$ cat config.mk
export PLATFORM = sky130hd
export DESIGN_NAME = gray_contrast_stretch_flat
export DESIGN_NICKNAME = d
export VERILOG_FILES = /design/src/design/gcs_pkg.sv /design/src/design/gcs_stream_if.sv /design/src/design/gray_contrast_stretch.sv /design/src/design/gcs_datapath.sv /design/src/design/gcs_controller.sv /design/src/flat_wrapper.sv
export SDC_FILE = /design/constraint.sdc
export NUM_CORES = 1
export LEC_CHECK = 0
export ABC_CLOCK_PERIOD_IN_PS = 13100
export CAP_MARGIN = 40
export CORE_ASPECT_RATIO = 0.7
export CORE_MARGIN = 3
export CORE_UTILIZATION = 35
export DETAILED_ROUTE_END_ITERATION = 8
export DONT_BUFFER_PORTS = 1
export GPL_TIMING_DRIVEN = 0
export PLACE_DENSITY = 0.56
export SYNTH_ARGS = -nofsm -noshare
export SYNTH_HDL_FRONTEND = slang
export SYNTH_SLANG_ARGS = --single-unit
$ cat constraint.sdc
create_clock -name i_clk -period 13.1 [get_ports i_clk]
set_input_delay 1.965 -clock i_clk [delete_from_list [all_inputs] [get_ports i_clk]]
set_output_delay 1.965 -clock i_clk [all_outputs]
set_load 0.01 [all_outputs]
$ cat src/design/gcs_pkg.sv
// Shared types, codes and constants for the grayscale contrast stretch block.
package gcs_pkg;

    // Pixel and gain widths.
    localparam int PIX_W     = 8;
    localparam int PROD_W    = 2 * PIX_W;
    localparam int DIV_STEPS = PIX_W;
    localparam int STEP_W    = $clog2(DIV_STEPS);

    // Largest pixel value, also the dividend of the gain.
    localparam logic [PIX_W-1:0] PIXEL_MAX = '1;

    // Operation carried by each input item.
    typedef enum logic {
        OP_MEASURE = 1'b0,
        OP_STRETCH = 1'b1
    } t_opcode;

    // One input item.
    typedef struct packed {
        t_opcode          opcode;
        logic [PIX_W-1:0] pixel;
        logic             first_of_frame;
    } t_in_item;

    // One result item.
    typedef struct packed {
        logic [PIX_W-1:0] stretched;
        logic             flat_frame;
    } t_out_item;

    // Commands from the controller to the datapath.
    typedef struct packed {
        logic measure;
        logic capture;
        logic div_start;
        logic div_step;
        logic out_load;
    } t_cmd;

    // Status from the datapath to the controller.
    typedef struct packed {
        logic flat;
        logic gain_ok;
        logic div_last;
    } t_status;

endpackage

$ cat src/design/gcs_stream_if.sv
// Valid/ready stream channel that carries one payload per transfer.
interface gcs_stream_if #(
    parameter type T = logic
) ();

    logic valid;
    logic ready;
    T     payload;

    modport source (output valid, output payload, input ready);
    modport sink   (input valid, input payload, output ready);

endinterface

$ cat src/design/gray_contrast_stretch.sv
// Top level of the grayscale min/max contrast stretch block.
//
// Each frame is presented twice: a measure pass (opcode 0) tracks the least and greatest
// pixel, a first-of-frame flag restarting the tracking, and a stretch pass (opcode 1)
// returns (pixel - least) * floor(255 / (greatest - least)) saturated to 0..255, or 0 with
// flat_frame set when greatest is not above least. A measured pixel gives no result. A
// stretched pixel is first captured, then goes through the 8x8 multiply into the result
// register once that register is free. When the frame is not flat, the first stretched
// pixel after any measure also runs the gain divider, a restoring divider that yields one
// quotient bit a cycle until all 8 gain bits are formed; the gain is then held for the
// rest of the pass. A flat frame never runs the divider. The result register lets the next
// item be accepted while a result waits for its transfer.
module gray_contrast_stretch
    import gcs_pkg::*;
(
    input  logic         i_clk,
    input  logic         i_rst_n,
    gcs_stream_if.sink   i_pix,
    gcs_stream_if.source o_res
);

    t_cmd      cmd;
    t_status   status;
    t_in_item  in_item;
    t_out_item out_item;
    logic      in_ready;
    logic      out_valid;

    assign in_item = i_pix.payload;

    // Sequencing of transfers, division and result loads.
    gcs_controller u_ctrl (
        .i_clk       (i_clk),
        .i_rst_n     (i_rst_n),
        .i_in_valid  (i_pix.valid),
        .i_opcode    (in_item.opcode),
        .i_out_ready (o_res.ready),
        .i_status    (status),
        .o_in_ready  (in_ready),
        .o_out_valid (out_valid),
        .o_cmd       (cmd)
    );

    // Extremes, gain and stretch arithmetic.
    gcs_datapath u_dp (
        .i_clk    (i_clk),
        .i_rst_n  (i_rst_n),
        .i_cmd    (cmd),
        .i_item   (in_item),
        .o_status (status),
        .o_item   (out_item)
    );

    assign i_pix.ready   = in_ready;
    assign o_res.valid   = out_valid;
    assign o_res.payload = out_item;

endmodule

$ cat src/design/gcs_datapath.sv
// Datapath: extreme tracking, serial gain divider, stretch multiplier and result register.
module gcs_datapath
    import gcs_pkg::*;
(
    input  logic      i_clk,
    input  logic      i_rst_n,
    input  t_cmd      i_cmd,
    input  t_in_item  i_item,
    output t_status   o_status,
    output t_out_item o_item
);

    logic [PIX_W-1:0]  r_least,   n_least;
    logic [PIX_W-1:0]  r_greatest, n_greatest;
    logic              r_gain_ok, n_gain_ok;
    logic [PIX_W-1:0]  r_gain,    n_gain;
    logic [PIX_W-1:0]  r_rem,     n_rem;
    logic [STEP_W-1:0] r_cnt,     n_cnt;
    logic [PIX_W-1:0]  r_pix,     n_pix;
    t_out_item         r_out,     n_out;

    logic [PIX_W-1:0]  lo_base;
    logic [PIX_W-1:0]  hi_base;
    logic [PIX_W-1:0]  span;
    logic [PIX_W:0]    rem_sh;
    logic [PIX_W:0]    rem_sub;
    logic              rem_ge;
    logic [PIX_W-1:0]  pix_off;
    logic [PROD_W-1:0] prod;
    logic [PIX_W-1:0]  sat;
    logic              flat;

    // The frame is flat when the greatest pixel is not above the least one.
    assign flat = (r_greatest <= r_least);
    assign span = r_greatest - r_least;

    // Running extremes; a first-of-frame pixel restarts them.
    always_comb begin
        lo_base    = i_item.first_of_frame ? PIXEL_MAX : r_least;
        hi_base    = i_item.first_of_frame ? '0 : r_greatest;
        n_least    = r_least;
        n_greatest = r_greatest;
        if (i_cmd.measure) begin
            n_least    = (i_item.pixel < lo_base) ? i_item.pixel : lo_base;
            n_greatest = (i_item.pixel > hi_base) ? i_item.pixel : hi_base;
        end
    end

    // Restoring division of the all-ones dividend by the span, one quotient bit a cycle.
    always_comb begin
        rem_sh    = {r_rem, 1'b1};
        rem_sub   = rem_sh - {1'b0, span};
        rem_ge    = (rem_sh >= {1'b0, span});
        n_rem     = r_rem;
        n_gain    = r_gain;
        n_cnt     = r_cnt;
        n_gain_ok = r_gain_ok;
        if (i_cmd.div_start) begin
            n_rem  = '0;
            n_gain = '0;
            n_cnt  = '0;
        end else if (i_cmd.div_step) begin
            n_rem  = rem_ge ? rem_sub[PIX_W-1:0] : rem_sh[PIX_W-1:0];
            n_gain = {r_gain[PIX_W-2:0], rem_ge};
            n_cnt  = r_cnt + STEP_W'(1);
            if (o_status.div_last) begin
                n_gain_ok = 1'b1;
            end
        end
        // New extremes make the held gain stale.
        if (i_cmd.measure) begin
            n_gain_ok = 1'b0;
        end
    end

    // Offset of the pixel above the least value, times the gain, saturated.
    always_comb begin
        n_pix   = i_cmd.capture ? i_item.pixel : r_pix;
        pix_off = (r_pix > r_least) ? (r_pix - r_least) : '0;
        prod    = PROD_W'(pix_off) * PROD_W'(r_gain);
        sat     = (|prod[PROD_W-1:PIX_W]) ? PIXEL_MAX : prod[PIX_W-1:0];
        n_out   = r_out;
        if (i_cmd.out_load) begin
            n_out.stretched  = flat ? '0 : sat;
            n_out.flat_frame = flat;
        end
    end

    // Extremes and gain validity are cleared by reset; operands and results are not.
    always_ff @(posedge i_clk) begin
        if (!i_rst_n) begin
            r_least    <= PIXEL_MAX;
            r_greatest <= '0;
            r_gain_ok  <= 1'b0;
            r_cnt      <= '0;
        end else begin
            r_least    <= n_least;
            r_greatest <= n_greatest;
            r_gain_ok  <= n_gain_ok;
            r_cnt      <= n_cnt;
        end
    end

    always_ff @(posedge i_clk) begin
        r_gain <= n_gain;
        r_rem  <= n_rem;
        r_pix  <= n_pix;
        r_out  <= n_out;
    end

    assign o_status.flat     = flat;
    assign o_status.gain_ok  = r_gain_ok;
    assign o_status.div_last = (r_cnt == STEP_W'(DIV_STEPS - 1));
    assign o_item            = r_out;

    // A measured pixel always leaves the least value at or below the greatest.
    a_measure_order: assert property (@(posedge i_clk) disable iff (!i_rst_n)
        i_cmd.measure |=> (r_least <= r_greatest))
        else $error("extremes out of order after a measure");

    // A held gain always belongs to a frame that is not flat.
    a_gain_not_flat: assert property (@(posedge i_clk) disable iff (!i_rst_n)
        r_gain_ok |-> !flat)
        else $error("gain marked valid for a flat frame");

    // The divider never runs while the extremes change.
    a_div_stable: assert property (@(posedge i_clk) disable iff (!i_rst_n)
        i_cmd.div_step |-> !i_cmd.measure)
        else $error("measure during gain division");

endmodule

$ cat src/design/gcs_controller.sv
// Controller: accepts items, sequences the gain divider and loads the result register.
module gcs_controller
    import gcs_pkg::*;
(
    input  logic    i_clk,
    input  logic    i_rst_n,
    input  logic    i_in_valid,
    input  t_opcode i_opcode,
    input  logic    i_out_ready,
    input  t_status i_status,
    output logic    o_in_ready,
    output logic    o_out_valid,
    output t_cmd    o_cmd
);

    typedef enum logic [2:0] {
        S_IDLE = 3'b001,
        S_DIV  = 3'b010,
        S_MUL  = 3'b100
    } t_state;

    t_state r_state, n_state;
    logic   r_out_valid, n_out_valid;
    logic   accept;
    logic   slot_free;

    assign o_in_ready = (r_state == S_IDLE);
    assign accept     = i_in_valid && o_in_ready;
    assign slot_free  = !r_out_valid || i_out_ready;

    // Next state and datapath commands.
    always_comb begin
        n_state         = r_state;
        o_cmd           = '0;
        o_cmd.measure   = accept && (i_opcode == OP_MEASURE);
        o_cmd.capture   = accept && (i_opcode == OP_STRETCH);
        unique case (r_state)
            S_IDLE: begin
                if (o_cmd.capture) begin
                    if (i_status.flat || i_status.gain_ok) begin
                        n_state = S_MUL;
                    end else begin
                        o_cmd.div_start = 1'b1;
                        n_state         = S_DIV;
                    end
                end
            end
            S_DIV: begin
                o_cmd.div_step = 1'b1;
                if (i_status.div_last) begin
                    n_state = S_MUL;
                end
            end
            S_MUL: begin
                if (slot_free) begin
                    o_cmd.out_load = 1'b1;
                    n_state        = S_IDLE;
                end
            end
            default: begin
                n_state = S_IDLE;
            end
        endcase
    end

    // The result register is full from a load until its transfer.
    always_comb begin
        priority if (o_cmd.out_load) begin
            n_out_valid = 1'b1;
        end else if (i_out_ready) begin
            n_out_valid = 1'b0;
        end else begin
            n_out_valid = r_out_valid;
        end
    end

    always_ff @(posedge i_clk) begin
        if (!i_rst_n) begin
            r_state     <= S_IDLE;
            r_out_valid <= 1'b0;
        end else begin
            r_state     <= n_state;
            r_out_valid <= n_out_valid;
        end
    end

    assign o_out_valid = r_out_valid;

    // A stretch with a free result register finishes in the next cycle.
    a_mul_done: assert property (@(posedge i_clk) disable iff (!i_rst_n)
        (r_state == S_MUL) && slot_free |=> (r_state == S_IDLE) && r_out_valid)
        else $error("stretch result not loaded");

    // The divider only leaves toward the multiply step.
    a_div_exit: assert property (@(posedge i_clk) disable iff (!i_rst_n)
        (r_state == S_DIV) |=> (r_state == S_DIV) || (r_state == S_MUL))
        else $error("divider left to an unexpected state");

    // A waiting result is never overwritten.
    a_no_overwrite: assert property (@(posedge i_clk) disable iff (!i_rst_n)
        o_cmd.out_load |-> !r_out_valid || i_out_ready)
        else $error("result register overwritten before its transfer");

endmodule

$ cat src/flat_wrapper.sv
// flat-port wrapper written by rule: the top's interface ports become plain ports
module gray_contrast_stretch_flat import gcs_pkg::*;
  (i_clk, i_rst_n, i_pix_valid, i_pix_payload, i_pix_ready, o_res_valid, o_res_payload, o_res_ready);
  gcs_stream_if #(.T(t_in_item)) i_pix_i ();
  gcs_stream_if #(.T(t_out_item)) o_res_i ();
  input  logic i_clk;
  input  logic i_rst_n;
  input wire logic [$bits(i_pix_i.valid)-1:0] i_pix_valid;
  input wire logic [$bits(i_pix_i.payload)-1:0] i_pix_payload;
  output wire logic [$bits(i_pix_i.ready)-1:0] i_pix_ready;
  output wire logic [$bits(o_res_i.valid)-1:0] o_res_valid;
  output wire logic [$bits(o_res_i.payload)-1:0] o_res_payload;
  input wire logic [$bits(o_res_i.ready)-1:0] o_res_ready;
  assign i_pix_i.valid = i_pix_valid;
  assign i_pix_i.payload = i_pix_payload;
  assign i_pix_ready = i_pix_i.ready;
  assign o_res_valid = o_res_i.valid;
  assign o_res_payload = o_res_i.payload;
  assign o_res_i.ready = o_res_ready;
  gray_contrast_stretch u_core (.i_clk(i_clk), .i_rst_n(i_rst_n), .i_pix(i_pix_i), .o_res(o_res_i));
endmodule
==> results of run 1 <==
==> worst max path at each step <==
stage | startpoint | to | slack (ns) | depth (start not counted)
floorplan | u_core.u_dp.r_pix[0]$_DFFE_PP_ | u_core.u_dp.o_item[2]$_SDFFCE_PP0P_ | 6.81 | 26
global placement | u_core.u_dp.r_pix[0]$_DFFE_PP_ | u_core.u_dp.o_item[8]$_SDFFCE_PP0P_ | 6.18 | 24
detailed placement | u_core.u_dp.r_pix[0]$_DFFE_PP_ | u_core.u_dp.o_item[1]$_SDFFCE_PP0P_ | 6.18 | 26
CTS | u_core.u_dp.r_pix[0]$_DFFE_PP_ | u_core.u_dp.o_item[1]$_SDFFCE_PP0P_ | 6.16 | 26
global route | u_core.u_dp.r_pix[0]$_DFFE_PP_ | u_core.u_dp.o_item[4]$_SDFFCE_PP0P_ | 5.68 | 26
finish | u_core.u_dp.r_pix[0]$_DFFE_PP_ | u_core.u_dp.o_item[1]$_SDFFCE_PP0P_ | 6.15 | 26
==> power breakdown <==
part | leakage (nW) | internal, mW | switching, mW
sequential | 0.498 | 0.191 | 0.00631
clock | 0.150 | 0.152 | 0.0805
combinational | 2.30 | 0.0731 | 0.108
total | 2.94 | 0.416 | 0.195
==> cells in the final DEF, fill, tap and decap left out, types with 10 or more instances in the layout <==
master    synthesis  layout
o21a_1           14      14
and2_1           21      21
fa_1             39      39
nand2b_1         14      14
o21ai_0          20      20
nor2_1           39      39
a21oi_1          44      44
a21o_1           10      10
dfxtp_1          40      40
ha_1             76      76
edfxtp_1         17      17
nand2_1          65      65
inv_1            69      69
==> area by class of cell <==
| class | count | area [um2] | area share, % |
|---|---|---|---|
| inverter | 69 | 259.0 | 4.101 |
| sequential | 57 | 1311 | 20.76 |
| clock inverter | 5 | 52.55 | 0.8320 |
| tap | 220 | 275.3 | 4.358 |
| timing repair buffer | 2 | 12.51 | 0.1981 |
| multi-input combinational | 496 | 4070 | 64.44 |
| clock buffer | 11 | 242.7 | 3.843 |
| buffer | 22 | 92.59 | 1.466 |
==> sequential cells by signal, indices dropped and copies added, names as in the netlist <==
signal and flops:
u_core.u_ctrl.o_out_valid 1, u_core.u_ctrl.r_state 3, u_core.u_dp.o_item 9, u_core.u_dp.r_cnt 3
u_core.u_dp.r_gain 8, u_core.u_dp.r_gain_ok 1, u_core.u_dp.r_greatest 8, u_core.u_dp.r_least 8
u_core.u_dp.r_pix 8, u_core.u_dp.r_rem 8
==> per-stage QoR <==
step,power (mW),cells
2_1_floorplan,0.3412,644
3_3_place_gp,0.3767,864
3_5_place_dp,0.3810,866
4_1_cts,0.6166,882
5_1_grt,0.6511,882
6_report,0.6107,882
==> worst max-delay path: stages (launching register included) <==
cell and delay [ns]:
edfxtp_1 0.36, inv_1 0.08, ha_1 0.16, inv_1 0.05
fa_1 0.42, a211oi_2 0.28, o21bai_1 0.15, a211o_1 0.31
a21oi_1 0.24, nor2_1 0.17, and2_1 0.22, nand2_1 0.10
fa_1 0.45, fa_1 0.55, inv_1 0.06, fa_1 0.53
inv_1 0.05, fa_1 0.52, inv_1 0.04, ha_1 0.36
a21oi_1 0.26, o21ai_2 0.13, or4_1 0.52, o21ai_0 0.12
o211ai_2 0.12, a31oi_4 0.31, a21oi_1 0.12
==> cell families after synthesis <==
family | count (synthesis)
DFF | 57
xor gates and xnor gates | 15
muxes | 3
and+or+nand+nor | 211
buffers and inverters | 91
adders and majority gates | 115
AOI/OAI and AO/OA | 152
==> metal layers <==
layer	global-route usage, %	part of all wire (%)	wire length (um)
met5	0	0	0
met4	2.741	0.68	87
met3	3.183	4.1	529
met2	20.80	41	5232
met1	22.74	54	6922
==> results.yml, run 1 <==
sta:
  finalSetupViolations: 0
  period_minus_slack_ns: 6.954
  worst_pin_slew_ns: 0.6394
  whs_ns: 0.4641
  tns_ns: 0
  max_freq_mhz: 143.8
  slew_violations: 0
  post-route-period-util_pct: 53.08
  slew_headroom_pct: 57.09
  fin_skew_ns: 0.006540
  rsz0062_at_grt: "false"
  setup_slack_ns: 6.146
  hold_viol_final: 0
clocking:
  post-cts-setup-buffers: 0
  clockBufferDepth: 2
  cts_num_sinks: 57
  hold_buffers: 0
  cts_tree: "built"
  cts.reportedPaths.clkPinSlew_ns: 0.05
  cts_buffers: 9
  htree_levels: 3
  cts_root_buffer: "clkbuf_16"
  clk_latency_ns: 0.33
  cts_resized: 0
die:
  start_util_pct: 36.32
  die_y_um: 113.1
  ios: 25
  num_rows: 38
  die_w_um: 159.0
  coreArea_mm2: 0.01579
  dieArea_mm2: 0.01798
synthesis:
  syn_avg_cell_area_um2: 8.902
  synth_seq_area_share_pct: 22.87
  ys_ff_latch: 57
  syn_inst: 644
  synthArstFlopShare_pct: 0
  synth_top_area_share_pct: 16.59
  post_synth_most_frequent_cells: "ha_1, inv_1, nand2_1, a21oi_1, dfxtp_1"
  yosysWarningCount: 0
  synth_compound_area_share_pct: 18.31
  synthMuxAreaShare_pct: 0.5456
  yosysUniqueCellTypes: 66
  synth_fa_ha_area_share_pct: 30.21
  synth_xor_area_share_pct: 2.292
  synth_top_family_by_area: "adder cells"
  synthSimpleGateAreaFrac_pct: 19.64
  synthFlopType: "dfxtp_1"
  synth_area_leaders: "ha_1, dfxtp_1, fa_1"
  syn-num-nets: 773
  syn_area_mm2: 0.005733
  synth_most_common_cell: "ha_1"
  yosysTopAreaCell: "ha_1"
  synth_edf_count: 17
critical_path:
  path_class: "register to register"
  reg2regPathDepth: 26
  arrival_ns: 7.02
  timing.rr.start: "u_core.u_dp.r_pix[0]$_DFFE_PP_"
  cp_data_required_time_ns: 13.16
  cp_max_fo: 8
  start_kind: "register"
  r2r-end: "u_core.u_dp.o_item[1]$_SDFFCE_PP0P_"
  r2r_slack_ns: 6.15
  end_kind: "register"
detailed_routing:
  drt-pass1-iter-count: 5
  drc: 0
  postRouteAntennaNets: 0
  num_vias: 4594
  via_per_inst: 5.209
  drtIter0Drc: 300
  wirelength_um: 12770
  wl_per_cell_um: 14.48
global_route:
  grt-ovfl-total: 0
  grt_antenna_before_repair: 0
  track_usage_pct: 14.63
  grt_pass1_vias: 4271
  grt_max_degree: 12
  grt_pass1_wl_um: 21490
power_and_ir_drop:
  ir_worst_vdd_mv: 0.04902
  power_density_mw_per_mm2: 96.69
  leakage_nw: 2.945
status:
  status: "complete, no violations"
final_layout:
  design_area_mm2: 0.006316
  syn2layout_area_growth_pct: 10.17
  nNetsFinal: 786
  fill_cells: 1581
  drive_gt1_share_pct: 7.402
  final_core_util_pct: 40.01
  antenna_cells: 0
min_path:
  min_from: "u_core.u_dp.r_cnt[1]$_SDFFE_PP0P_"
  holdPathStages: 2
  hold_path_class: "register to register"
  hold_end: "u_core.u_dp.r_cnt[1]$_SDFFE_PP0P_"
placement:
  hpwl_um: 10440
  placedInstanceArea_mm2: 0.006021
  place_congestion: 0.9008
  port-buffer-count: 0
  dp_slack_ns: 6.183
flow_run:
  cap_violations: 0
(Power assumes the default switching activity.)
==> inputs of run 2 (changes only) <==
- ABC_CLOCK_PERIOD_IN_PS: 13100 -> 7150
- clock period: 13.1 -> 7.15 ns (I/O delays scaled with it)
==> results.yml, run 2 (same netlist as run 1, synthesis figures left out) <==
status:
  status: "complete, no violations"
global_route:
  grt-ovfl-total: 0
  grt_antenna_before_repair: 0
  grt_pass1_vias: 4271
  grt_pass1_wl_um: 21490
  track_usage_pct: 14.63
  grt_max_degree: 12
placement:
  port-buffer-count: 0
  hpwl_um: 10440
  dp_slack_ns: 0.2333
  place_congestion: 0.9008
clocking:
  clk_latency_ns: 0.33
  cts_root_buffer: "clkbuf_16"
  cts.reportedPaths.clkPinSlew_ns: 0.05
  htree_levels: 3
  hold_buffers: 0
  cts_tree: "built"
  clockBufferDepth: 2
  cts_buffers: 9
  cts_num_sinks: 57
critical_path:
  cp_data_required_time_ns: 7.21
  arrival_ns: 6.82
  reg2regPathDepth: 25
  timing.rr.start: "u_core.u_dp.r_pix[0]$_DFFE_PP_"
  cp_max_fo: 10
  r2r_slack_ns: 0.39
  end_kind: "register"
  start_kind: "register"
  path_class: "register to register"
  r2r-end: "u_core.u_dp.o_item[1]$_SDFFCE_PP0P_"
power_and_ir_drop:
  leakage_nw: 2.948
  ir_worst_vdd_mv: 0.08989
  power_density_mw_per_mm2: 176.9
sta:
  period_minus_slack_ns: 6.757
  max_freq_mhz: 148.0
  hold_viol_final: 0
  worst_pin_slew_ns: 0.6369
  fin_skew_ns: 0.006416
  rsz0062_at_grt: "false"
  slew_violations: 0
  setup_slack_ns: 0.3934
  tns_ns: 0
  slew_headroom_pct: 57.26
  finalSetupViolations: 0
  post-route-period-util_pct: 94.50
detailed_routing:
  via_per_inst: 5.193
  drt-pass1-iter-count: 5
  num_vias: 4585
  drc: 0
  wirelength_um: 12800
  wl_per_cell_um: 14.50
  drtIter0Drc: 279
  postRouteAntennaNets: 0
die:
  die_w_um: 159.0
  coreArea_mm2: 0.01579
  num_rows: 38
  die_y_um: 113.1
  start_util_pct: 36.32
  ios: 25
  dieArea_mm2: 0.01798
final_layout:
  antenna_cells: 0
  final_common_cell: "ha_1"
  largest_register_ffs: 9
  syn2layout_area_growth_pct: 10.52
  drive_gt1_share_pct: 8.145
  final_cell_mix: "ha_1, inv_1, nand2_1, a21oi_1, dfxtp_1"
  nNetsFinal: 787
flow_run:
  cap_violations: 0
min_path:
  min_from: "u_core.u_dp.r_cnt[1]$_SDFFE_PP0P_"
  holdPathStages: 2
  hold_path_class: "register to register"
  hold_end: "u_core.u_dp.r_cnt[1]$_SDFFE_PP0P_"
==> run 2: cell types whose count changed in the layout (fill, tap and decap cells not counted), sizes merged <==
cell / change
buf: +1
==> run 2: report_power, final <==
part           switching, mW  total, mW  internal [mW]
registers             0.0116      0.361          0.350
clock network          0.147      0.425          0.278
logic                  0.200      0.335          0.135
==> run 2: repair_timing <==
action                                  CTS  global route
hold endpoints to repair                  0             0
setup buffers                             0             1
endpoints found under the setup margin    0             8
gates resized for setup                   0             4
==> run 2: cell type report <==
| type | instances | area, um2 |
|---|---|---|
| Fill cell | 1583 | 9449 |
| Multi-Input combinational cell | 496 | 4083 |
| Sequential cell | 57 | 1311 |
| Tap cell | 220 | 275.3 |
| Inverter | 69 | 259.0 |
| Clock buffer | 11 | 242.7 |
| Buffer | 22 | 92.59 |
| Clock inverter | 5 | 52.55 |
| Timing Repair Buffer | 3 | 20.02 |
==> run 2: worst max-delay path by stage <==
| stage | from | endpoint | cells after the start |
|---|---|---|---|
| after global routing | u_core.u_dp.r_pix[0]$_DFFE_PP_ | u_core.u_dp.o_item[4]$_SDFFCE_PP0P_ | 26 |
| after detailed placement | u_core.u_dp.r_pix[0]$_DFFE_PP_ | u_core.u_dp.o_item[1]$_SDFFCE_PP0P_ | 26 |
| after global placement | u_core.u_dp.r_pix[0]$_DFFE_PP_ | u_core.u_dp.o_item[8]$_SDFFCE_PP0P_ | 24 |
| after CTS | u_core.u_dp.r_pix[0]$_DFFE_PP_ | u_core.u_dp.o_item[1]$_SDFFCE_PP0P_ | 26 |
| final | u_core.u_dp.r_pix[0]$_DFFE_PP_ | u_core.u_dp.o_item[1]$_SDFFCE_PP0P_ | 25 |
| after floorplan | u_core.u_dp.r_pix[0]$_DFFE_PP_ | u_core.u_dp.o_item[2]$_SDFFCE_PP0P_ | 26 |
==> run 2: worst max-delay path: stages, from the launching register on <==
cell and delay [ns]:
edfxtp_1 0.36, inv_1 0.08, ha_1 0.16, inv_1 0.06
fa_2 0.37, a211oi_2 0.23, o21bai_1 0.15, a211o_1 0.32
a21oi_2 0.18, nor2_1 0.13, clkbuf_1 0.27, nand4_1 0.17
fa_1 0.45, fa_1 0.47, fa_1 0.55, inv_1 0.05
fa_1 0.47, ha_1 0.28, clkbuf_2 0.19, nand3_1 0.14
nor3_4 0.26, nor2_2 0.08, o21ai_2 0.18, or3b_1 0.41
a31oi_4 0.35, a21oi_1 0.12
==> run 2: stage by stage <==
stage | power (mW) | instances | hold WS [ns] | instance area [um2] | utilization, %
global route | 1.194 | 883 | 0.4822 | 6336 | 40.14
detailed placement | 0.6980 | 866 | 0.4546 | 6021 | 38.14
CTS | 1.130 | 882 | 0.4623 | 6316 | 40.01
floorplan | 0.6252 | 644 | 0.4400 | 5733 | -
global placement | 0.6902 | 864 | 0.4464 | 6008 | 38.06
finish | 1.121 | 883 | 0.4641 | 6336 | 40.14
==> run 2: metal layers <==
metal	routed length, um	GRT usage, %
met1	6920	22.74
met2	5227	20.80
met3	570	3.183
met4	87	2.741
met5	0	0
==> inputs of run 3 (changes only) <==
- PLACE_DENSITY: 0.56 -> not set
- PLACE_DENSITY_LB_ADDON: not set -> 0.15
==> results.yml, run 3 (same netlist as run 1, synthesis figures left out) <==
global_route:
  grt_antenna_before_repair: 0
  grt_pass1_wl_um: 23370
  grt-ovfl-total: 0
  track_usage_pct: 15.93
  grt_pass1_vias: 4627
  grt_max_degree: 12
power_and_ir_drop:
  ir_worst_vdd_mv: 0.1083
  leakage_nw: 2.968
  power_density_mw_per_mm2: 184.2
  total_power_mw: 1.180
detailed_routing:
  drc: 0
  num_vias: 4575
  drt-pass1-iter-count: 5
  wl_per_cell_um: 15.57
  drtIter0Drc: 307
  via_per_inst: 5.181
  postRouteAntennaNets: 0
  wirelength_um: 13750
critical_path:
  path_class: "register to register"
  cp_common_cell: "inv_1"
  cp_max_fo: 8
  arrival_ns: 6.80
  crit_slowest_cell: "fa_1"
  start_kind: "register"
  end_kind: "register"
  cpPeakStageDelay_ns: 0.55
  cp_data_required_time_ns: 7.21
final_layout:
  drive_gt1_share_pct: 9.050
  largest_register_ffs: 9
  nNetsFinal: 787
  final_cell_mix: "ha_1, inv_1, nand2_1, a21oi_1"
  syn2layout_area_growth_pct: 11.74
  antenna_cells: 0
  final_common_cell: "ha_1"
die:
  start_util_pct: 36.32
  coreArea_mm2: 0.01579
  num_rows: 38
  ios: 25
  dieArea_mm2: 0.01798
  die_y_um: 113.1
  die_w_um: 159.0
sta:
  max_freq_mhz: 148.3
  period_minus_slack_ns: 6.741
  slew_headroom_pct: 53.15
  hold_viol_final: 0
  worst_pin_slew_ns: 0.6997
  rsz0062_at_grt: "false"
  finalSetupViolations: 0
  tns_ns: 0
  setup_slack_ns: 0.4089
  fin_skew_ns: 0.008857
  post-route-period-util_pct: 94.28
  whs_ns: 0.4616
  slew_violations: 0
clocking:
  clockBufferDepth: 2
  cts.reportedPaths.clkPinSlew_ns: 0.06
  htree_levels: 3
  hold_buffers: 0
  cts_root_buffer: "clkbuf_16"
  cts_tree: "built"
  cts_buffers: 9
  clk_latency_ns: 0.33
  cts_num_sinks: 57
flow_run:
  cap_violations: 0
placement:
  dp_slack_ns: 0.1643
  port-buffer-count: 0
  place_congestion: 0.8593
  hpwl_um: 11080
status:
  status: "complete, no violations"
min_path:
  hold_path_class: "register to register"
[run 3: stage by stage]
step / instance area, um2 / instances / utilization (%)
floorplan: 5733 / 644 / -
global placement: 6008 / 864 / 38.06
detailed placement: 6021 / 866 / 38.14
CTS: 6356 / 882 / 40.27
global route: 6406 / 883 / 40.58
finish: 6406 / 883 / 40.58
[run 3: report_power, final]
part	switching, mW	internal [mW]
Sequential	0.0116	0.350
Combinational	0.207	0.137
Clock	0.154	0.321
Total	0.372	0.808
[run 3: final cells by class]
| cell class | instances | area, um2 |
|---|---|---|
| Tap cell | 220 | 275.3 |
| Clock buffer | 13 | 292.8 |
| Sequential cell | 57 | 1313 |
| Fill cell | 1623 | 9379 |
| Buffer | 22 | 93.84 |
| Timing Repair Buffer | 3 | 20.02 |
| Multi-Input combinational cell | 496 | 4110 |
| Clock inverter | 3 | 42.54 |
| Inverter | 69 | 259.0 |
[run 3: final timing paths]
| kind | from | to | slack (ns) | cells past startpoint |
|---|---|---|---|---|
| worst min-delay path | u_core.u_dp.r_cnt[1]$_SDFFE_PP0P_ | u_core.u_dp.r_cnt[1]$_SDFFE_PP0P_ | 0.46 | 2 |
| worst max-delay path | u_core.u_dp.r_pix[0]$_DFFE_PP_ | u_core.u_dp.o_item[8]$_SDFFCE_PP0P_ | 0.41 | 26 |
| worst max register to register | u_core.u_dp.r_pix[0]$_DFFE_PP_ | u_core.u_dp.o_item[8]$_SDFFCE_PP0P_ | 0.41 | 26 |
| worst min register to register | u_core.u_dp.r_cnt[1]$_SDFFE_PP0P_ | u_core.u_dp.r_cnt[1]$_SDFFE_PP0P_ | 0.46 | 2 |
[run 3: timing repair]
| item | CTS | global route |
|---|---|---|
| resized for setup | 0 | 12 |
| setup buffers | 0 | 1 |
| endpoints found under the setup margin | 0 | 8 |
[run 3: critical path, delay by kind of cell, from the launching register on]
| kind | cells | cell delay, ns |
|---|---|---|
| buf+inv | 5 | 0.27 |
| fa+ha+maj | 7 | 2.93 |
| flops | 1 | 0.36 |
| compound gates | 10 | 1.97 |
| simple gates | 4 | 0.94 |
[run 3: metal layers]
metal | wire (um) | up-vias | GRT usage, %
met4 | 59 | 0 | 2.449
met1 | 7597 | 2210 | 25.20
met2 | 5546 | 85 | 22.55
met3 | 544 | 6 | 3.256
met5 | 0 | - | 0
li1 | - | 2274 | -
